### config.mk
export PLATFORM = sky130hd
export DESIGN_NAME = simulation_calendar_clock
export DESIGN_NICKNAME = d
export VERILOG_FILES = /design/src/design/scc_pkg.sv /design/src/design/scc_step.sv /design/src/design/simulation_calendar_clock.sv
export VERILOG_INCLUDE_DIRS = /design/src /design/src/design
export SDC_FILE = /design/constraint.sdc
export NUM_CORES = 1
export LEC_CHECK = 0
export BUFFER_PORTS_ARGS = -buffer_cell sky130_fd_sc_hd__buf_2
export CAP_MARGIN = 20
export CELL_PAD_IN_SITES_DETAIL_PLACEMENT = 1
export CELL_PAD_IN_SITES_GLOBAL_PLACEMENT = 1
export CORE_MARGIN = 2
export CORE_UTILIZATION = 25
export DETAILED_ROUTE_END_ITERATION = 10
export GPL_ROUTABILITY_DRIVEN = 0
export HOLD_SLACK_MARGIN = 0.15
export PLACE_DENSITY = 0.46
export SETUP_SLACK_MARGIN = 0.15
export SLEW_MARGIN = 20
export SYNTH_ARGS = -nofsm -noshare
export SYNTH_HDL_FRONTEND = slang
export SYNTH_HIERARCHICAL = 1
export SYNTH_SLANG_ARGS = --single-unit
### constraint.sdc
create_clock -name clk -period 7.19 [get_ports clk]
set_clock_uncertainty 0.05 [all_clocks]
set_input_delay 1.438 -clock clk [delete_from_list [all_inputs] [get_ports clk]]
set_output_delay 1.438 -clock clk [all_outputs]
set_load 0.1 [all_outputs]
### src/design/simulation_calendar_clock_defines.svh
// Assertion macros for the calendar clock top level.
`ifndef SIMULATION_CALENDAR_CLOCK_DEFINES_SVH
`define SIMULATION_CALENDAR_CLOCK_DEFINES_SVH

// Property that holds at every clock edge outside reset.
`define SCC_ASSERT_ALWAYS(lbl, prop) \
	lbl: assert property (@(posedge clk) disable iff (!arst_n) (prop)) \
		else $error("calendar clock invariant violated");

// Same-cycle implication.
`define SCC_ASSERT_IMPL(lbl, ante, cons) \
	lbl: assert property (@(posedge clk) disable iff (!arst_n) (ante) |-> (cons)) \
		else $error("calendar clock implication violated");

// Next-cycle implication.
`define SCC_ASSERT_NEXT(lbl, ante, cons) \
	lbl: assert property (@(posedge clk) disable iff (!arst_n) (ante) |=> (cons)) \
		else $error("calendar clock next-cycle check violated");

`endif

### src/design/scc_pkg.sv
// Types, constants and month table for the calendar clock.
package scc_pkg;

	localparam logic [16:0] SECS_PER_HOUR = 17'd3600;
	localparam logic [16:0] SECS_PER_DAY  = 17'd86400;
	localparam logic [11:0] MAX_ADVANCE   = 12'd3600;
	localparam logic [4:0]  LAST_HOUR     = 5'd23;
	localparam logic [3:0]  LAST_MONTH    = 4'd12;

	localparam logic CMD_ADVANCE = 1'b0;
	localparam logic CMD_RESTART = 1'b1;

	localparam logic [2:0] REG_START_YEAR  = 3'd0;
	localparam logic [2:0] REG_START_MONTH = 3'd1;
	localparam logic [2:0] REG_START_DAY   = 3'd2;
	localparam logic [2:0] REG_START_HOUR  = 3'd3;
	localparam logic [2:0] REG_END_YEAR    = 3'd4;
	localparam logic [2:0] REG_END_MONTH   = 3'd5;
	localparam logic [2:0] REG_END_DAY     = 3'd6;
	localparam logic [2:0] REG_END_HOUR    = 3'd7;

	typedef struct packed {
		logic [15:0] year;
		logic [3:0]  month;
		logic [4:0]  day;
		logic [4:0]  hour;
		logic [16:0] sec;
	} clk_state_t;

	typedef struct packed {
		logic [15:0] start_year;
		logic [3:0]  start_month;
		logic [4:0]  start_day;
		logic [4:0]  start_hour;
		logic [15:0] end_year;
		logic [3:0]  end_month;
		logic [4:0]  end_day;
		logic [4:0]  end_hour;
	} cfg_t;

	typedef struct packed {
		logic season_end;
		logic run_end;
		logic status;
	} flags_t;

	// Month length, no leap years; 0 for codes that are not a month.
	function automatic logic [4:0] days_in(input logic [3:0] m);
		logic [4:0] d;
		case (m)
			4'd1, 4'd3, 4'd5, 4'd7, 4'd8, 4'd10, 4'd12: d = 5'd31;
			4'd4, 4'd6, 4'd9, 4'd11: d = 5'd30;
			4'd2: d = 5'd28;
			default: d = 5'd0;
		endcase
		return d;
	endfunction

endpackage

### src/design/scc_step.sv
// Next-state and result logic for one command of the calendar clock.
module scc_step (
	input  scc_pkg::clk_state_t cur,
	input  scc_pkg::cfg_t       cfg,
	input  logic                cmd,
	input  logic [11:0]         seconds_to_add,
	output scc_pkg::clk_state_t nxt,
	output scc_pkg::flags_t     flags
);

	logic        cfg_ok;
	logic [11:0] secs;
	logic [16:0] sum;
	logic [17:0] thr;
	logic [4:0]  hour_inc;
	logic        status;

	always_comb begin
		cfg_ok = 1'b1;
		if (cfg.start_year > cfg.end_year)
			cfg_ok = 1'b0;
		if (cfg.start_month == 4'd0 || cfg.start_month > scc_pkg::LAST_MONTH ||
			cfg.end_month == 4'd0 || cfg.end_month > scc_pkg::LAST_MONTH)
			cfg_ok = 1'b0;
		if (cfg.start_day > scc_pkg::days_in(cfg.start_month) ||
			cfg.end_day > scc_pkg::days_in(cfg.end_month))
			cfg_ok = 1'b0;
		if (cfg.start_hour > scc_pkg::LAST_HOUR || cfg.end_hour > scc_pkg::LAST_HOUR)
			cfg_ok = 1'b0;
	end

	assign secs     = (seconds_to_add > scc_pkg::MAX_ADVANCE) ? scc_pkg::MAX_ADVANCE
		: seconds_to_add;
	assign sum      = 17'(cur.sec + 17'(secs));
	// sec / 3600 > hour  <=>  sec >= (hour + 1) * 3600
	assign thr      = 18'({1'b0, cur.hour} + 6'd1) * 18'(scc_pkg::SECS_PER_HOUR);
	assign hour_inc = 5'(cur.hour + 5'd1);

	always_comb begin
		nxt    = cur;
		status = 1'b0;
		if (cmd == scc_pkg::CMD_RESTART) begin
			if (cfg_ok) begin
				nxt.year  = cfg.start_year;
				nxt.month = cfg.start_month;
				nxt.day   = cfg.start_day;
				nxt.hour  = cfg.start_hour;
				nxt.sec   = 17'(17'(cfg.start_hour) * scc_pkg::SECS_PER_HOUR);
			end else begin
				status = 1'b1;
			end
		end else begin
			nxt.sec = sum;
			if ({1'b0, sum} >= thr) begin
				nxt.hour = hour_inc;
				if (hour_inc > scc_pkg::LAST_HOUR) begin
					nxt.sec  = 17'(sum - scc_pkg::SECS_PER_DAY);
					nxt.hour = 5'd0;
					if (scc_pkg::days_in(cur.month) == cur.day) begin
						nxt.day   = 5'd1;
						nxt.month = 4'(cur.month + 4'd1);
						if (4'(cur.month + 4'd1) > scc_pkg::LAST_MONTH) begin
							nxt.year  = 16'(cur.year + 16'd1);
							nxt.month = 4'd1;
						end
					end else begin
						nxt.day = 5'(cur.day + 5'd1);
					end
				end
			end
		end
	end

	always_comb begin
		flags.season_end = (nxt.month >= cfg.end_month) && (nxt.day >= cfg.end_day) &&
			(nxt.hour >= cfg.end_hour);
		flags.run_end    = nxt.year > cfg.end_year;
		flags.status     = status;
	end

endmodule

### src/design/simulation_calendar_clock.sv
// Top level of the calendar clock (no leap years) with input and result registers.
//
// Usage:
//   Configuration: write cfg_data to register cfg_index with cfg_we high; registers are
//   start year/month/day/hour (0..3) and end year/month/day/hour (4..7). Write only
//   while no item is in flight. Start registers take effect at the next restart;
//   end registers apply to the two end flags from the next item on.
//   Input channel (in_valid/in_stall): cmd 0 advances by seconds_to_add (clamped to
//   3600), cmd 1 restarts from the start registers if the configuration is valid.
//   Result channel (out_valid/out_stall): one result per item with the date, hour,
//   second of day, the two end flags and status (1 = restart refused).
//   Path: an accepted item waits in the input register, then the step logic writes its
//   result to the result register. Throughput: one item per cycle while the result is
//   not stalled; the clock state register feeds the step logic and loads its next state.
//   Reset: configuration returns to 2000-01-01 00h start, 2000-12-31 23h end, and the
//   clock holds the start time with second of day 0; both channels are empty.
//   Stall: a stalled result holds; one more item waits in the input register, after
//   which in_stall rises.
`include "simulation_calendar_clock_defines.svh"

module simulation_calendar_clock (
	input  logic        clk,
	input  logic        arst_n,
	input  logic        cfg_we,
	input  logic [2:0]  cfg_index,
	input  logic [15:0] cfg_data,
	input  logic        in_valid,
	output logic        in_stall,
	input  logic        cmd,
	input  logic [11:0] seconds_to_add,
	output logic        out_valid,
	input  logic        out_stall,
	output logic [15:0] year_now,
	output logic [3:0]  month_now,
	output logic [4:0]  day_now,
	output logic [4:0]  hour_now,
	output logic [16:0] second_of_day,
	output logic        season_end_reached,
	output logic        run_end_reached,
	output logic        status
);

	scc_pkg::cfg_t       cfg_q;
	scc_pkg::clk_state_t state_q;
	scc_pkg::clk_state_t state_nxt;
	scc_pkg::flags_t     flags_nxt;
	scc_pkg::clk_state_t res_q;
	scc_pkg::flags_t     res_flags_q;

	logic        s1_valid_q;
	logic        cmd_s1;
	logic [11:0] secs_s1;
	logic        out_valid_q;
	logic        accept;
	logic        move;

	assign move     = s1_valid_q && (!out_valid_q || !out_stall);
	assign in_stall = s1_valid_q && !(!out_valid_q || !out_stall);
	assign accept   = in_valid && !in_stall;

	always_ff @(posedge clk or negedge arst_n) begin
		if (!arst_n) begin
			cfg_q.start_year  <= 16'd2000;
			cfg_q.start_month <= 4'd1;
			cfg_q.start_day   <= 5'd1;
			cfg_q.start_hour  <= 5'd0;
			cfg_q.end_year    <= 16'd2000;
			cfg_q.end_month   <= 4'd12;
			cfg_q.end_day     <= 5'd31;
			cfg_q.end_hour    <= 5'd23;
		end else if (cfg_we) begin
			case (cfg_index)
				scc_pkg::REG_START_YEAR:  cfg_q.start_year  <= cfg_data;
				scc_pkg::REG_START_MONTH: cfg_q.start_month <= cfg_data[3:0];
				scc_pkg::REG_START_DAY:   cfg_q.start_day   <= cfg_data[4:0];
				scc_pkg::REG_START_HOUR:  cfg_q.start_hour  <= cfg_data[4:0];
				scc_pkg::REG_END_YEAR:    cfg_q.end_year    <= cfg_data;
				scc_pkg::REG_END_MONTH:   cfg_q.end_month   <= cfg_data[3:0];
				scc_pkg::REG_END_DAY:     cfg_q.end_day     <= cfg_data[4:0];
				scc_pkg::REG_END_HOUR:    cfg_q.end_hour    <= cfg_data[4:0];
				default: ;
			endcase
		end
	end

	always_ff @(posedge clk or negedge arst_n) begin
		if (!arst_n) begin
			s1_valid_q  <= 1'b0;
			out_valid_q <= 1'b0;
			state_q     <= '{year: 16'd2000, month: 4'd1, day: 5'd1, hour: 5'd0, sec: 17'd0};
		end else begin
			s1_valid_q <= accept || (s1_valid_q && !move);
			if (move) begin
				out_valid_q <= 1'b1;
				state_q     <= state_nxt;
			end else if (!out_stall) begin
				out_valid_q <= 1'b0;
			end
		end
	end

	always_ff @(posedge clk) begin
		if (accept) begin
			cmd_s1  <= cmd;
			secs_s1 <= seconds_to_add;
		end
		if (move) begin
			res_q       <= state_nxt;
			res_flags_q <= flags_nxt;
		end
	end

	scc_step u_step (
		.cur            (state_q),
		.cfg            (cfg_q),
		.cmd            (cmd_s1),
		.seconds_to_add (secs_s1),
		.nxt            (state_nxt),
		.flags          (flags_nxt)
	);

	assign out_valid          = out_valid_q;
	assign year_now           = res_q.year;
	assign month_now          = res_q.month;
	assign day_now            = res_q.day;
	assign hour_now           = res_q.hour;
	assign second_of_day      = res_q.sec;
	assign season_end_reached = res_flags_q.season_end;
	assign run_end_reached    = res_flags_q.run_end;
	assign status             = res_flags_q.status;

	`SCC_ASSERT_ALWAYS(a_hour_range, state_q.hour <= scc_pkg::LAST_HOUR)
	`SCC_ASSERT_ALWAYS(a_month_range,
		state_q.month != 4'd0 && state_q.month <= scc_pkg::LAST_MONTH)
	`SCC_ASSERT_ALWAYS(a_sec_in_hour,
		state_q.sec >= 17'(17'(state_q.hour) * scc_pkg::SECS_PER_HOUR))
	`SCC_ASSERT_NEXT(a_move_gives_result, move, out_valid_q)
	`SCC_ASSERT_NEXT(a_advance_ok, move && cmd_s1 == scc_pkg::CMD_ADVANCE, !res_flags_q.status)

endmodule
==> run summary <==
result of the run - finished clean
post-route fraction of the period consumed by the critical path - 91.58%
sort of element at the end of the critical path - register
final-layout setup total negative slack - 0 ns
number of distinct library cell variants in the gate-level netlist after synthesis - 95
Slew Limit Headroom - 36.67%
Reg2Reg Launch Point - state_q[17]
sum of net half-perimeters after detailed placement - 26.99 mm
most common cell type on the critical path - sky130_fd_sc_hd__ha_1
Cell Rows - 80
total clock buffers created by CTS - 17
Final Hold Violating Endpoints - 0
clock latency on the worst-skew pair - 0.48 ns
CP max stage cell - sky130_fd_sc_hd__fa_1
Worst Path Class, Setup - reg2reg
Remaining DRCs - 0
Hold EP - cfg_q[19]
share of flip-flops with an asynchronous set or reset after synthesis - 63.37%
clock net sink count - 172
final count of pins violating max slew - 0
number of flops mapped to enable cells by yosys - 63
Placed Cells incl. Taps - 1,760
worst slack at placement - 0.2475 ns
worst reg2reg endpoint - run_end_reached
total routing usage reported by global routing - 14.78%
top cell types by occurrence after synthesis - sky130_fd_sc_hd__ha_1 (130), sky130_fd_sc_hd__mux2_2 (116), sky130_fd_sc_hd__dfrtp_1 (76)
grt total ovfl - 0
CTS Root Cell - sky130_fd_sc_hd__clkbuf_16
clock transition at the registers of the reported paths - 0.07 ns
initial core utilization - 25.21%
Hold Path Stages - 1
count of inserted antenna diode cells - 0
synthesis-stage register bit count - 172
setup repair after global routing missed its margin - no
via count of the first global-routing pass - 9,030
maximum number of pins on one net before global-route repair - 70
cells taking the most area after synthesis - sky130_fd_sc_hd__dfrtp_1 (16%), sky130_fd_sc_hd__edfxtp_1 (16%), sky130_fd_sc_hd__ha_1 (14%)
part of the Yosys area used for sequential elements - 38.88%
maximum cell stage delay along the critical path - 0.48 ns
total wire length after detailed routing - 35.44 mm
critical path launch point type - register
Ys Warns - 6
Mapped Area - 11,990 um2
depth of the worst register-to-register path - 29
Post-Synthesis Mean Instance Area - 11.12 um2
clock tree from TritonCTS - yes
Fmax achieved - 151.9 MHz
width of the chip - 223.0 um
initial antenna violation count - 0
Layout Nets - 1,342
first drt pass iteration count - 4
maximum count of clock buffers along a single path - 2
number of routed nets with antenna violations - 0
Area Overhead vs Synth - 15.22%
cell with the most instances after synthesis - sky130_fd_sc_hd__ha_1
maximum fanout along the worst path - 10
Min-Delay Startpoint - cfg_q[19]
non-filler cells in the finished layout - 1,796
instance count of the mapped netlist - 1,078
die footprint - 49,710 um2
vertical die dimension - 223.0 um
required time of the worst setup path - 7.37 ns
number of I/O pins - 89
data arrival time of the critical path - 6.77 ns
class of the worst hold path - reg2reg
min Tclk post-route - 6.584 ns
Worst R2R Setup Slack - 0.61 ns
final setup fails - 0
vias per cell - 4.816
pin slew with the least headroom to its limit - 0.9500 ns
number of port buffers - 88
setup ws final - 0.6056 ns
global-route wire length before repair - 55.46 mm
WL per Instance - 19.73 um
Placeable Area - 47,550 um2
routed via count - 8,650
Starting DRT DRC Count - 256
Synth top area share - 15.87%
layout cells sized above 1 - 29.89%
post-synthesis net count - 1,252
H-tree depth - 4
max-capacitance violation count - 0
prevailing post-synth register cell - sky130_fd_sc_hd__dfrtp_1
cell taking the most area after synthesis - sky130_fd_sc_hd__dfrtp_1
## worst max-delay path: cells and delay by family, from the launching register on
kind / cells / cell delay (ns)
adder cells (fa/ha/maj): 7 / 2.24
AO/OA/AOI/OAI: 9 / 1.66
AND/OR/NAND/NOR: 10 / 1.56
buffers and inverters: 1 / 0.15
flip-flops: 1 / 0.42
XOR/XNOR: 2 / 0.28
## layer usage
layer | track usage [%] | part of all wire [%] | vias up
li1 | - | - | 4200
met1 | 19.85 | 49 | 4338
met2 | 23.98 | 47 | 82
met3 | 2.621 | 1.9 | 30
met4 | 4.936 | 1.9 | 0
met5 | 0 | 0 | -
## worst max path at each step
stage / start / to / slack (ns) / depth (start not counted)
after global placement: state_q[18] / run_end_reached / 0.39 / 29
after global routing: state_q[17] / run_end_reached / 0.18 / 29
final: state_q[17] / run_end_reached / 0.61 / 29
after floorplan: state_q[18] / run_end_reached / 0.72 / 29
after detailed placement: state_q[18] / run_end_reached / 0.25 / 29
after CTS: state_q[18] / run_end_reached / 0.21 / 29
## state kept, by name, indices dropped and copies added, names as in the netlist, 4 cells and up
signal and count:
cfg_q 60, hour_now 5, second_of_day 17, year_now 16
secs_s1 12, day_now 5, month_now 4, state_q 47
## cells in the final DEF, fill, tap and decap left out, types with 7 or more instances in the layout
cell type / n
sky130_fd_sc_hd__fa_1: 7
sky130_fd_sc_hd__a221oi_1: 9
sky130_fd_sc_hd__nand3_1: 26
sky130_fd_sc_hd__buf_4: 29
sky130_fd_sc_hd__or2_2: 7
sky130_fd_sc_hd__ha_1: 129
sky130_fd_sc_hd__o211ai_1: 8
sky130_fd_sc_hd__xnor2_1: 20
sky130_fd_sc_hd__nor3_1: 17
sky130_fd_sc_hd__a21o_1: 10
sky130_fd_sc_hd__dfrtp_1: 75
sky130_fd_sc_hd__a211oi_1: 8
sky130_fd_sc_hd__a21oi_1: 50
sky130_fd_sc_hd__inv_1: 65
sky130_fd_sc_hd__nor2b_1: 18
sky130_fd_sc_hd__nand4_1: 15
sky130_fd_sc_hd__o31ai_1: 7
sky130_fd_sc_hd__o21a_1: 9
sky130_fd_sc_hd__mux2_2: 116
sky130_fd_sc_hd__nand2b_1: 18
sky130_fd_sc_hd__edfxtp_1: 63
sky130_fd_sc_hd__clkbuf_16: 18
sky130_fd_sc_hd__xor2_1: 14
sky130_fd_sc_hd__nor2_1: 39
sky130_fd_sc_hd__o21ai_0: 31
sky130_fd_sc_hd__nand2_1: 47
sky130_fd_sc_hd__mux2i_1: 29
sky130_fd_sc_hd__buf_2: 87
sky130_fd_sc_hd__dfstp_2: 33
sky130_fd_sc_hd__and2_1: 9
sky130_fd_sc_hd__nor4_1: 9
## through the flow
step,utilization [%],instance area (um2),hold WS [ns]
after global placement,27.59,13120,0.4378
after CTS,28.81,13700,0.4607
after global routing,29.05,13810,0.4778
after detailed placement,27.59,13120,0.4273
final,29.05,13810,0.4589
after floorplan,-,11990,0.3926
## repair_timing
item / CTS / global route
buffers inserted: 0 / 4
resized for setup: 0 / 17
hold buffers: 0 / 0
endpoints found under the setup margin: 0 / 2
## cells by family (layout without fill, tap and decap cells)
logic type / after synthesis / in the layout / synth area share [%]
AND/OR/NAND/NOR: 261 / 261 / 12.69
AO/OA/AOI/OAI: 214 / 214 / 13.13
flip-flops: 172 / 172 / 38.88
multiplexers: 145 / 145 / 13.32
adder cells (fa/ha/maj): 137 / 137 / 14.74
buffers and inverters: 112 / 215 / 4.353
XOR/XNOR: 36 / 36 / 2.850
other: 1 / 1 / 0.03129
## final cells by class
cell class	count	area [um2]
multi-input cells	794	6898
well taps	615	769.5
flip-flops and latches	172	4662
repair buffers	116	653.1
fillers	5258	33730
inverters	67	251.5
clock buffers	21	471.7
clock inverters	11	105.1
Power is not shown: default switching activity piles up to over one toggle a cycle in this logic, so the estimate is an artifact.
